[config.mk]
export PLATFORM = sky130hd
export DESIGN_NAME = tga_rle_pixel_decoder_flat
export DESIGN_NICKNAME = d
export VERILOG_FILES = /design/src/tga_rle_pkg.sv /design/src/tga_rle_if.sv /design/src/tga_rle_pixel_decoder.sv /design/src/tga_rle_front.sv /design/src/tga_rle_queue.sv /design/src/tga_rle_back.sv /design/src/flat_wrapper.sv
export SDC_FILE = /design/constraint.sdc
export NUM_CORES = 2
export LEC_CHECK = 0
export ABC_AREA = 1
export BUFFER_PORTS_ARGS = -buffer_cell sky130_fd_sc_hd__buf_2
export CAP_MARGIN = 20
export CORE_AREA = 2 2 266 268
export CTS_CLUSTER_DIAMETER = 50
export CTS_CLUSTER_SIZE = 28
export DETAILED_ROUTE_END_ITERATION = 12
export DIE_AREA = 0 0 268 270
export MAX_ROUTING_LAYER = met4
export PLACE_DENSITY = 0.66
export SYNTH_ARGS = -nofsm -noshare
export SYNTH_HDL_FRONTEND = slang
export SYNTH_SLANG_ARGS = --single-unit
[constraint.sdc]
create_clock -name i_clk -period 6.9 [get_ports i_clk]
set_clock_uncertainty 0.2 [all_clocks]
set_input_delay 2.07 -clock i_clk [delete_from_list [all_inputs] [get_ports i_clk]]
set_output_delay 2.07 -clock i_clk [all_outputs]
set_load 0.02 [all_outputs]
[src/tga_rle_pkg.sv]
// Shared types and constants for the TGA run-length pixel decoder.
// No dependencies; every other file except tga_rle_if imports this package.
package tga_rle_pkg;

    // Parser phase of the front end
    typedef enum logic [1:0] {
        PH_IDLE,
        PH_HEADER,
        PH_PACKET,
        PH_COLOR
    } t_phase;

    // Command classes passed from the front end to the back end
    typedef enum logic [1:0] {
        CMD_HDR_OK,
        CMD_HDR_BAD,
        CMD_RUN,
        CMD_RAW
    } t_cmd_kind;

    // Result status codes
    localparam logic [1:0] ST_SPAN     = 2'd0;
    localparam logic [1:0] ST_HDR_OK   = 2'd1;
    localparam logic [1:0] ST_HDR_BAD  = 2'd2;
    localparam logic [1:0] ST_OVERFLOW = 2'd3;

    localparam logic [2:0] HDR_LAST_POS = 3'd5;
    localparam logic [7:0] RUN_FLAG     = 8'd128;
    localparam logic [7:0] RUN_BIAS     = 8'd127;
    localparam logic [7:0] DEPTH_24     = 8'd24;
    localparam logic [7:0] DEPTH_32     = 8'd32;
    localparam logic [7:0] MAX_PACKET   = 8'd128;

    // Command queue depth
    localparam int unsigned QDEPTH = 4;
    localparam int unsigned QAW    = $clog2(QDEPTH);

    typedef struct packed {
        t_cmd_kind   kind;
        logic        has_alpha;
        logic [7:0]  red;
        logic [7:0]  green;
        logic [7:0]  blue;
        logic [7:0]  alpha;
        logic [7:0]  count;    // run length, or pixels left after this one in a raw packet
        logic [15:0] width;
        logic [15:0] height;
    } t_cmd;

    typedef struct packed {
        logic full;
        logic empty;
    } t_q_stat;

endpackage

[src/tga_rle_if.sv]
// Channel interfaces for the TGA run-length pixel decoder: byte input and span output.
// No dependencies.
interface tga_rle_byte_if;
    logic       valid;
    logic       ready;
    logic [7:0] data_byte;
    logic       first;

    modport source (output valid, output data_byte, output first, input ready);
    modport sink   (input valid, input data_byte, input first, output ready);
endinterface

interface tga_rle_span_if;
    logic        valid;
    logic        ready;
    logic [1:0]  status;
    logic [7:0]  red;
    logic [7:0]  green;
    logic [7:0]  blue;
    logic [7:0]  alpha;
    logic        has_alpha;
    logic [31:0] start_index;
    logic [7:0]  run_length;
    logic        last;
    logic [15:0] image_width;
    logic [15:0] image_height;

    modport source (output valid, output status, output red, output green, output blue,
                    output alpha, output has_alpha, output start_index, output run_length,
                    output last, output image_width, output image_height, input ready);
    modport sink   (input valid, input status, input red, input green, input blue,
                    input alpha, input has_alpha, input start_index, input run_length,
                    input last, input image_width, input image_height, output ready);
endinterface

[src/tga_rle_pixel_decoder.sv]
// TGA run-length pixel decoder, 24 and 32 bits per pixel; top level.
// Throughput: one stream word per cycle while the queue is not full, one result
// word per cycle while commands wait and ready does not stall the output; a 4-entry
// command queue decouples the parser from the span accounting and output register.
// Reset: synchronous, active low; clears parser, queue and accounting, output empty.
module tga_rle_pixel_decoder (
    input  logic           i_clk,
    input  logic           i_rst_n,
    tga_rle_byte_if.sink   i_byte,
    tga_rle_span_if.source o_span
);
    import tga_rle_pkg::*;

    logic    w_push, w_pop;
    t_cmd    w_cmd, w_head;
    t_q_stat w_qstat;

    tga_rle_front u_front (
        .i_clk   (i_clk),
        .i_rst_n (i_rst_n),
        .i_byte  (i_byte),
        .i_qstat (w_qstat),
        .o_push  (w_push),
        .o_cmd   (w_cmd)
    );

    tga_rle_queue u_queue (
        .i_clk   (i_clk),
        .i_rst_n (i_rst_n),
        .i_push  (w_push),
        .i_cmd   (w_cmd),
        .i_pop   (w_pop),
        .o_head  (w_head),
        .o_stat  (w_qstat)
    );

    tga_rle_back u_back (
        .i_clk   (i_clk),
        .i_rst_n (i_rst_n),
        .i_head  (w_head),
        .i_qstat (w_qstat),
        .o_pop   (w_pop),
        .o_span  (o_span)
    );

endmodule

[src/tga_rle_front.sv]
// Front end: accepts stream words, parses header and packet bytes, assembles colours
// and pushes commands into the queue. Depends on tga_rle_pkg and tga_rle_if.
module tga_rle_front (
    input  logic                 i_clk,
    input  logic                 i_rst_n,
    tga_rle_byte_if.sink         i_byte,
    input  tga_rle_pkg::t_q_stat i_qstat,
    output logic                 o_push,
    output tga_rle_pkg::t_cmd    o_cmd
);
    import tga_rle_pkg::*;

    t_phase      r_phase, n_phase, w_cur;
    logic [2:0]  r_hpos, w_hpos;
    logic [15:0] r_width, r_height;
    logic [7:0]  r_depth;
    logic        r_four;
    logic [7:0]  r_left, w_left_dec;
    logic        r_is_run;
    logic [1:0]  r_cpos;
    logic [7:0]  r_col0, r_col1, r_col2;
    logic        w_acc, w_bad, w_is32, w_hdr_end, w_col_end;
    logic [7:0]  w_b;

    assign i_byte.ready = !i_qstat.full;
    assign w_acc        = i_byte.valid && i_byte.ready;
    assign w_b          = i_byte.data_byte;

    // A first word restarts the header whatever state the parser is in
    assign w_cur      = i_byte.first ? PH_HEADER : r_phase;
    assign w_hpos     = i_byte.first ? 3'd0 : r_hpos;
    assign w_hdr_end  = w_hpos >= HDR_LAST_POS;
    assign w_is32     = r_depth == DEPTH_32;
    assign w_bad      = (r_width == 16'd0) || (r_height == 16'd0) ||
                        ((r_depth != DEPTH_24) && !w_is32);
    assign w_col_end  = r_cpos == (r_four ? 2'd3 : 2'd2);
    assign w_left_dec = r_left - 8'd1;

    // Next state
    always_comb begin
        n_phase = w_cur;
        unique case (w_cur)
            PH_IDLE:   n_phase = PH_IDLE;
            PH_HEADER: begin
                if (w_hdr_end) begin
                    n_phase = w_bad ? PH_IDLE : PH_PACKET;
                end
            end
            PH_PACKET: n_phase = PH_COLOR;
            PH_COLOR: begin
                if (w_col_end && (r_is_run || (w_left_dec == 8'd0))) begin
                    n_phase = PH_PACKET;
                end
            end
        endcase
    end

    // Outputs: one command at a header end or a completed colour
    always_comb begin
        o_push = 1'b0;
        o_cmd  = '0;
        unique case (w_cur)
            PH_IDLE:   o_push = 1'b0;
            PH_HEADER: begin
                if (w_hdr_end) begin
                    o_push          = w_acc;
                    o_cmd.kind      = w_bad ? CMD_HDR_BAD : CMD_HDR_OK;
                    o_cmd.has_alpha = w_is32;
                    o_cmd.width     = r_width;
                    o_cmd.height    = r_height;
                end
            end
            PH_PACKET: o_push = 1'b0;
            PH_COLOR: begin
                if (w_col_end) begin
                    o_push          = w_acc;
                    o_cmd.kind      = r_is_run ? CMD_RUN : CMD_RAW;
                    o_cmd.has_alpha = r_four;
                    o_cmd.blue      = r_col0;
                    o_cmd.green     = r_col1;
                    o_cmd.red       = r_four ? r_col2 : w_b;
                    o_cmd.alpha     = r_four ? w_b : 8'd0;
                    o_cmd.count     = r_is_run ? r_left : w_left_dec;
                end
            end
        endcase
    end

    always_ff @(posedge i_clk) begin
        if (!i_rst_n) begin
            r_phase  <= PH_IDLE;
            r_hpos   <= 3'd0;
            r_four   <= 1'b0;
            r_left   <= 8'd0;
            r_is_run <= 1'b0;
            r_cpos   <= 2'd0;
        end else if (w_acc) begin
            r_phase <= n_phase;
            unique case (w_cur)
                PH_IDLE:   r_hpos <= r_hpos;
                PH_HEADER: begin
                    if (w_hdr_end) begin
                        r_hpos <= 3'd0;
                        r_four <= w_is32;
                    end else begin
                        r_hpos <= w_hpos + 3'd1;
                    end
                end
                PH_PACKET: begin
                    r_cpos   <= 2'd0;
                    r_is_run <= w_b >= RUN_FLAG;
                    r_left   <= (w_b >= RUN_FLAG) ? (w_b - RUN_BIAS) : (w_b + 8'd1);
                end
                PH_COLOR: begin
                    if (w_col_end) begin
                        r_cpos <= 2'd0;
                        r_left <= r_is_run ? 8'd0 : w_left_dec;
                    end else begin
                        r_cpos <= r_cpos + 2'd1;
                    end
                end
            endcase
        end
    end

    // Header fields and colour bytes
    always_ff @(posedge i_clk) begin
        if (w_acc && (w_cur == PH_HEADER)) begin
            case (w_hpos)
                3'd0:    r_width[7:0]   <= w_b;
                3'd1:    r_width[15:8]  <= w_b;
                3'd2:    r_height[7:0]  <= w_b;
                3'd3:    r_height[15:8] <= w_b;
                3'd4:    r_depth        <= w_b;
                default: r_depth        <= r_depth;
            endcase
        end
        if (w_acc && (w_cur == PH_COLOR) && !w_col_end) begin
            case (r_cpos)
                2'd0:    r_col0 <= w_b;
                2'd1:    r_col1 <= w_b;
                2'd2:    r_col2 <= w_b;
                default: r_col2 <= r_col2;
            endcase
        end
    end

endmodule

[src/tga_rle_queue.sv]
// Command queue between the front and back ends: a small register FIFO.
// Depends on tga_rle_pkg.
module tga_rle_queue (
    input  logic                 i_clk,
    input  logic                 i_rst_n,
    input  logic                 i_push,
    input  tga_rle_pkg::t_cmd    i_cmd,
    input  logic                 i_pop,
    output tga_rle_pkg::t_cmd    o_head,
    output tga_rle_pkg::t_q_stat o_stat
);
    import tga_rle_pkg::*;

    t_cmd           r_mem [QDEPTH];
    logic [QAW-1:0] r_wr, r_rd;
    logic [QAW:0]   r_count;

    assign o_head       = r_mem[r_rd];
    assign o_stat.full  = r_count == (QAW+1)'(QDEPTH);
    assign o_stat.empty = r_count == '0;

    // Clear the entries so the head never presents an unknown command kind
    always_ff @(posedge i_clk) begin
        if (!i_rst_n) begin
            r_mem <= '{default: '0};
        end else if (i_push) begin
            r_mem[r_wr] <= i_cmd;
        end
    end

    always_ff @(posedge i_clk) begin
        if (!i_rst_n) begin
            r_wr    <= '0;
            r_rd    <= '0;
            r_count <= '0;
        end else begin
            if (i_push) begin
                r_wr <= r_wr + 1'b1;
            end
            if (i_pop) begin
                r_rd <= r_rd + 1'b1;
            end
            case ({i_push, i_pop})
                2'b10:   r_count <= r_count + 1'b1;
                2'b01:   r_count <= r_count - 1'b1;
                default: r_count <= r_count;
            endcase
        end
    end

endmodule

[src/tga_rle_back.sv]
// Back end: executes queued commands, keeps pixel accounting and clipping,
// and holds the output register. Depends on tga_rle_pkg and tga_rle_if.
module tga_rle_back (
    input  logic                 i_clk,
    input  logic                 i_rst_n,
    input  tga_rle_pkg::t_cmd    i_head,
    input  tga_rle_pkg::t_q_stat i_qstat,
    output logic                 o_pop,
    tga_rle_span_if.source       o_span
);
    import tga_rle_pkg::*;

    typedef struct packed {
        logic [1:0]  status;
        logic [7:0]  red;
        logic [7:0]  green;
        logic [7:0]  blue;
        logic [7:0]  alpha;
        logic        has_alpha;
        logic [31:0] start_index;
        logic [7:0]  run_length;
        logic        last;
        logic [15:0] image_width;
        logic [15:0] image_height;
    } t_res;

    t_res        r_res, w_res;
    logic        r_valid, w_emit, w_take;
    logic        r_active, n_active;
    logic [31:0] r_done, n_done, r_rem, n_rem, w_area;
    logic [7:0]  w_len;
    logic        w_over, w_last, w_rem_small;

    assign w_take = !i_qstat.empty && (!r_valid || o_span.ready);
    assign o_pop  = w_take;
    assign w_area = {16'd0, i_head.width} * {16'd0, i_head.height};

    assign w_rem_small = r_rem[31:8] == 24'd0;

    // Span length and clipping
    always_comb begin
        if (i_head.kind == CMD_RUN) begin
            w_over = w_rem_small && (i_head.count > r_rem[7:0]);
            w_len  = w_over ? r_rem[7:0] : i_head.count;
            w_last = w_over || (r_rem == {24'd0, i_head.count});
        end else begin
            w_len  = 8'd1;
            w_last = r_rem == 32'd1;
            w_over = w_last && (i_head.count != 8'd0);
        end
    end

    always_comb begin
        w_res    = '0;
        w_emit   = 1'b0;
        n_active = r_active;
        n_done   = r_done;
        n_rem    = r_rem;
        w_res.has_alpha = i_head.has_alpha;
        unique case (i_head.kind) inside
            CMD_HDR_OK: begin
                w_emit             = 1'b1;
                w_res.status       = ST_HDR_OK;
                w_res.image_width  = i_head.width;
                w_res.image_height = i_head.height;
                n_active           = 1'b1;
                n_done             = 32'd0;
                n_rem              = w_area;
            end
            CMD_HDR_BAD: begin
                w_emit             = 1'b1;
                w_res.status       = ST_HDR_BAD;
                w_res.last         = 1'b1;
                w_res.image_width  = i_head.width;
                w_res.image_height = i_head.height;
                n_active           = 1'b0;
            end
            CMD_RUN, CMD_RAW: begin
                // Drop spans while no image is open: complete, clipped, bad header or none yet
                w_emit            = r_active;
                w_res.status      = w_over ? ST_OVERFLOW : ST_SPAN;
                w_res.red         = i_head.red;
                w_res.green       = i_head.green;
                w_res.blue        = i_head.blue;
                w_res.alpha       = i_head.alpha;
                w_res.start_index = r_done;
                w_res.run_length  = w_len;
                w_res.last        = w_last;
                if (r_active) begin
                    n_done   = r_done + {24'd0, w_len};
                    n_rem    = r_rem - {24'd0, w_len};
                    n_active = !w_last;
                end
            end
        endcase
    end

    always_ff @(posedge i_clk) begin
        if (!i_rst_n) begin
            r_valid  <= 1'b0;
            r_active <= 1'b0;
            r_done   <= 32'd0;
            r_rem    <= 32'd0;
        end else begin
            if (w_take) begin
                r_valid  <= w_emit;
                r_active <= n_active;
                r_done   <= n_done;
                r_rem    <= n_rem;
            end else if (o_span.ready) begin
                r_valid <= 1'b0;
            end
        end
    end

    always_ff @(posedge i_clk) begin
        if (w_take && w_emit) begin
            r_res <= w_res;
        end
    end

    assign o_span.valid        = r_valid;
    assign o_span.status       = r_res.status;
    assign o_span.red          = r_res.red;
    assign o_span.green        = r_res.green;
    assign o_span.blue         = r_res.blue;
    assign o_span.alpha        = r_res.alpha;
    assign o_span.has_alpha    = r_res.has_alpha;
    assign o_span.start_index  = r_res.start_index;
    assign o_span.run_length   = r_res.run_length;
    assign o_span.last         = r_res.last;
    assign o_span.image_width  = r_res.image_width;
    assign o_span.image_height = r_res.image_height;

    // An open image always has pixels still missing
    a_active_rem: assert property (@(posedge i_clk) disable iff (!i_rst_n)
        r_active |-> (r_rem != 32'd0))
        else $error("active image with no pixels left");

    // A final span closes the image
    a_last_closes: assert property (@(posedge i_clk) disable iff (!i_rst_n)
        (w_take && w_emit && w_res.last) |=> !r_active)
        else $error("image still open after final word");

    // Span words carry between one and a full packet of pixels
    a_span_len: assert property (@(posedge i_clk) disable iff (!i_rst_n)
        (r_valid && (r_res.status == ST_SPAN || r_res.status == ST_OVERFLOW)) |->
        ((r_res.run_length != 8'd0) && (r_res.run_length <= MAX_PACKET)))
        else $error("span length out of range");

endmodule
[src/flat_wrapper.sv]
// flat-port wrapper written by rule: the top's interface ports become plain ports
module tga_rle_pixel_decoder_flat import tga_rle_pkg::*;
  (i_clk, i_rst_n, i_byte_valid, i_byte_data_byte, i_byte_first, i_byte_ready, o_span_valid, o_span_status, o_span_red, o_span_green, o_span_blue, o_span_alpha, o_span_has_alpha, o_span_start_index, o_span_run_length, o_span_last, o_span_image_width, o_span_image_height, o_span_ready);
  tga_rle_byte_if i_byte_i ();
  tga_rle_span_if o_span_i ();
  input  logic i_clk;
  input  logic i_rst_n;
  input wire logic [$bits(i_byte_i.valid)-1:0] i_byte_valid;
  input wire logic [$bits(i_byte_i.data_byte)-1:0] i_byte_data_byte;
  input wire logic [$bits(i_byte_i.first)-1:0] i_byte_first;
  output wire logic [$bits(i_byte_i.ready)-1:0] i_byte_ready;
  output wire logic [$bits(o_span_i.valid)-1:0] o_span_valid;
  output wire logic [$bits(o_span_i.status)-1:0] o_span_status;
  output wire logic [$bits(o_span_i.red)-1:0] o_span_red;
  output wire logic [$bits(o_span_i.green)-1:0] o_span_green;
  output wire logic [$bits(o_span_i.blue)-1:0] o_span_blue;
  output wire logic [$bits(o_span_i.alpha)-1:0] o_span_alpha;
  output wire logic [$bits(o_span_i.has_alpha)-1:0] o_span_has_alpha;
  output wire logic [$bits(o_span_i.start_index)-1:0] o_span_start_index;
  output wire logic [$bits(o_span_i.run_length)-1:0] o_span_run_length;
  output wire logic [$bits(o_span_i.last)-1:0] o_span_last;
  output wire logic [$bits(o_span_i.image_width)-1:0] o_span_image_width;
  output wire logic [$bits(o_span_i.image_height)-1:0] o_span_image_height;
  input wire logic [$bits(o_span_i.ready)-1:0] o_span_ready;
  assign i_byte_i.valid = i_byte_valid;
  assign i_byte_i.data_byte = i_byte_data_byte;
  assign i_byte_i.first = i_byte_first;
  assign i_byte_ready = i_byte_i.ready;
  assign o_span_valid = o_span_i.valid;
  assign o_span_status = o_span_i.status;
  assign o_span_red = o_span_i.red;
  assign o_span_green = o_span_i.green;
  assign o_span_blue = o_span_i.blue;
  assign o_span_alpha = o_span_i.alpha;
  assign o_span_has_alpha = o_span_i.has_alpha;
  assign o_span_start_index = o_span_i.start_index;
  assign o_span_run_length = o_span_i.run_length;
  assign o_span_last = o_span_i.last;
  assign o_span_image_width = o_span_i.image_width;
  assign o_span_image_height = o_span_i.image_height;
  assign o_span_i.ready = o_span_ready;
  tga_rle_pixel_decoder u_core (.i_clk(i_clk), .i_rst_n(i_rst_n), .i_byte(i_byte_i), .o_span(o_span_i));
endmodule
==> out/metrics.cfg <==
[outcome]
status=finished, final reports clean

[routing]
wl_met3_um=6250
vias=29293
drc=0
viasPerCell=5.35
highest_layer=met4
wl_met1_um=43900
detail_route.wl_per_cell_um=17.9
drtAntennaViolNets=0
drtPass1Iterations=5
drt_iter0_drc=2459
dr_wl_met2_um=44800
wl_um=97700

[floorplanning]
coreArea_mm2=0.0695
fp.dieW_um=268
die_h_um=270
die-area_mm2=0.0724
start_util=0.494
ioPinCount=123
row_count=97

[clock_network]
cts-hold-fix-buffers=0
cts-htree-levels=2
clock-sinks=562
insertion_delay_ps=670
cts_buffers=60
clockBufferDepth=3
clk_pin_slew_ps=70
clock-root-buffer=clkbuf_16
tritoncts=done

[synth]
yosysWarnings=0
synthTopCellsByArea=dfxtp_1 23%, edfxtp_1 15%, fa_1 11%
synth_cell_types=52
syn_area_per_cell_um2=7.78
synth_top_area_frac=0.227
yosys_most_used_dff=dfxtp_1
synth_seq_cells=562
synth_common_cells=784 x nand2_1, 671 x nor2_1, 614 x inv_1
synth-seq-area-share=0.378
async_flop_share=0
postSynthCellCount=4412
synth_nets=4769
synth_edf_count=172
yosysMostFrequentCell=nand2_1
synth_top_area_cell=dfxtp_1
synth_area_mm2=0.0343

[critical_path]
crit_top_cell=fa_1
cp_slowest_cell=fa_1
worst-r2r-cell-count=27
crit_path_start_kind=flop
critPathMaxFanout=21
critPathArrivalTime_ps=6990
max_stage_delay_ps=580
criticalPathCategory=reg2reg
required_ps=7300
critPathCaptureType=flop

[sta]
final_hold_viol_count=0
setup_viol=0
final_max_slew_viol_count=0
fin_ws_ps=305
fmax_ghz=0.152
timing.hold.ws_ps=251
finalCritPeriodShare=0.956
max_slew_margin=0.331
worst_slew_pin_slew_ps=999
rsz0062_at_grt=yes
fin_crit_ps=6600

[power]
p_leak_nw=16.8
internal_power_mw=7.39
switchingPower_mw=5.63
p_sw_frac=0.432
irDropWorstVdd_v=0.000252
p_seq_frac=0.321
clkPwrFrac=0.256
report.power.total_mw=13.0
power.density_mw_per_mm2=341
combPwrFrac=0.423

[grt]
first_global_vias=28240
antenna_found_initial=2
grt_usage=0.280
grt_overflow_total=0
grt_max_degree=107
grt_pass1_wl_um=156000

[finish]
areaGrowthSynthToFinish_pct=11.4
drive_above_1_share=0.0916
fill_cells=6654
fin_nets=4838

[job]
maxCapViolCount=0

[placed_design]
preCtsSetupSlack_ps=227
hpwl_um=69400
gp_congestion=1.02
port_buffers=122

[hold_path]
worstHoldPathType=reg2reg
hold_path_depth=2

==> cell usage in the layout, fill, tap and decap left out, types with 16 or more instances in the layout <==
cell       synthesis  final
o21ai_0          430    429
a32oi_1           24     19
inv_1            614    609
nor2_1           671    662
clkbuf_16          0     60
nor3_1            26     26
nand3_1          153    153
nand2_1          784    783
edfxtp_1         172    172
a21oi_1          358    357
dfxtp_1          390    388
buf_4             21     82
o22ai_1           27     27
a211oi_1          24     24
fa_1             197    197
buf_12             0     16
buf_2             84    122
nand4_1           36     36
xor2_1            16     16
ha_1             147    147
==> area by class of cell <==
cell class,count,area (µm²),area share
antenna,1,2.50,0.0000655
clock buffer,71,1590,0.0417
clock inverter,43,483,0.0126
inverter,638,2420,0.0634
multi-input combinational,2997,18000,0.471
sequential,562,13000,0.340
tap,940,1180,0.0308
timing repair buffer,222,1570,0.0410
==> worst max-delay path, delay by kind of cell, from the launching register on <==
| family | cells | cell delay [ps] |
|---|---|---|
| compound gates | 4 | 800 |
| simple gates | 8 | 760 |
| buf+inv | 8 | 1100 |
| fa+ha+maj | 7 | 3330 |
| flops | 1 | 360 |
==> state kept, by name, summed over array words and instances (netlist names), 16 cells and up <==
signal,flops
u_core.u_front.r_width,16
u_core.u_back.r_rem,32
u_core.u_front.r_height,16
u_core.u_back.o_span.start_index,32
u_core.u_back.r_done,32
u_core.u_back.o_span.image_width,16
u_core.u_queue.r_mem,300
u_core.u_back.o_span.image_height,16
==> per-stage QoR <==
step,setup TNS (ps),utilization,instance area [µm²],instances
finish,0,0.550,38200,5474
global route,-10.8,0.550,38200,5474
CTS,0,0.547,38100,5463
detailed placement,0,0.518,36000,5349
global placement,0,0.518,36000,5349
floorplan,0,-,34300,4412
==> final timing paths <==
kind | startpoint | end | slack (ps)
worst min-delay path | u_core.u_queue.r_mem[257] | u_core.u_queue.r_mem[257] | 250
worst max-delay path | u_core.u_queue.r_rd[0] | u_core.u_back.r_rem[28] | 310
worst min register to register | u_core.u_queue.r_mem[257] | u_core.u_queue.r_mem[257] | 250
worst max register to register | u_core.u_queue.r_rd[0] | u_core.u_back.r_rem[28] | 310
==> timing repair <==
item / 4_1_cts / 5_1_grt
endpoints found under the setup margin: 0 / 19
resized for setup: 0 / 22
setup buffers: 0 / 9
==> per-layer routing <==
metal,vias to the layer above,track usage
li1,14366,-
met1,13909,0.379
met2,858,0.434
met3,160,0.0462
met4,0,0.0785
met5,-,-
==> power by group through the flow <==
stage               combinational [mW]  clock (mW)  sequential [mW]
detailed placement                5.44           0             4.25
CTS                               5.45        3.40             4.18
global placement                  5.40           0             4.25
finish                            5.50        3.34             4.18
floorplan                         3.22           0             4.66
global route                      6.11        3.53             4.23
==> kinds of logic (layout without fill, tap and decap cells) <==
kind of cell / count (synthesis) / count (layout) / synth area share
compound gates: 920 / 920 / 0.147
simple gates: 1713 / 1713 / 0.201
flops: 562 / 562 / 0.378
fa+ha+maj: 344 / 344 / 0.168
buf+inv: 853 / 974 / 0.0998
xor+xnor: 20 / 20 / 0.00510
other cells: 0 / 1 / 0
Power figures use the tool's default switching activity.
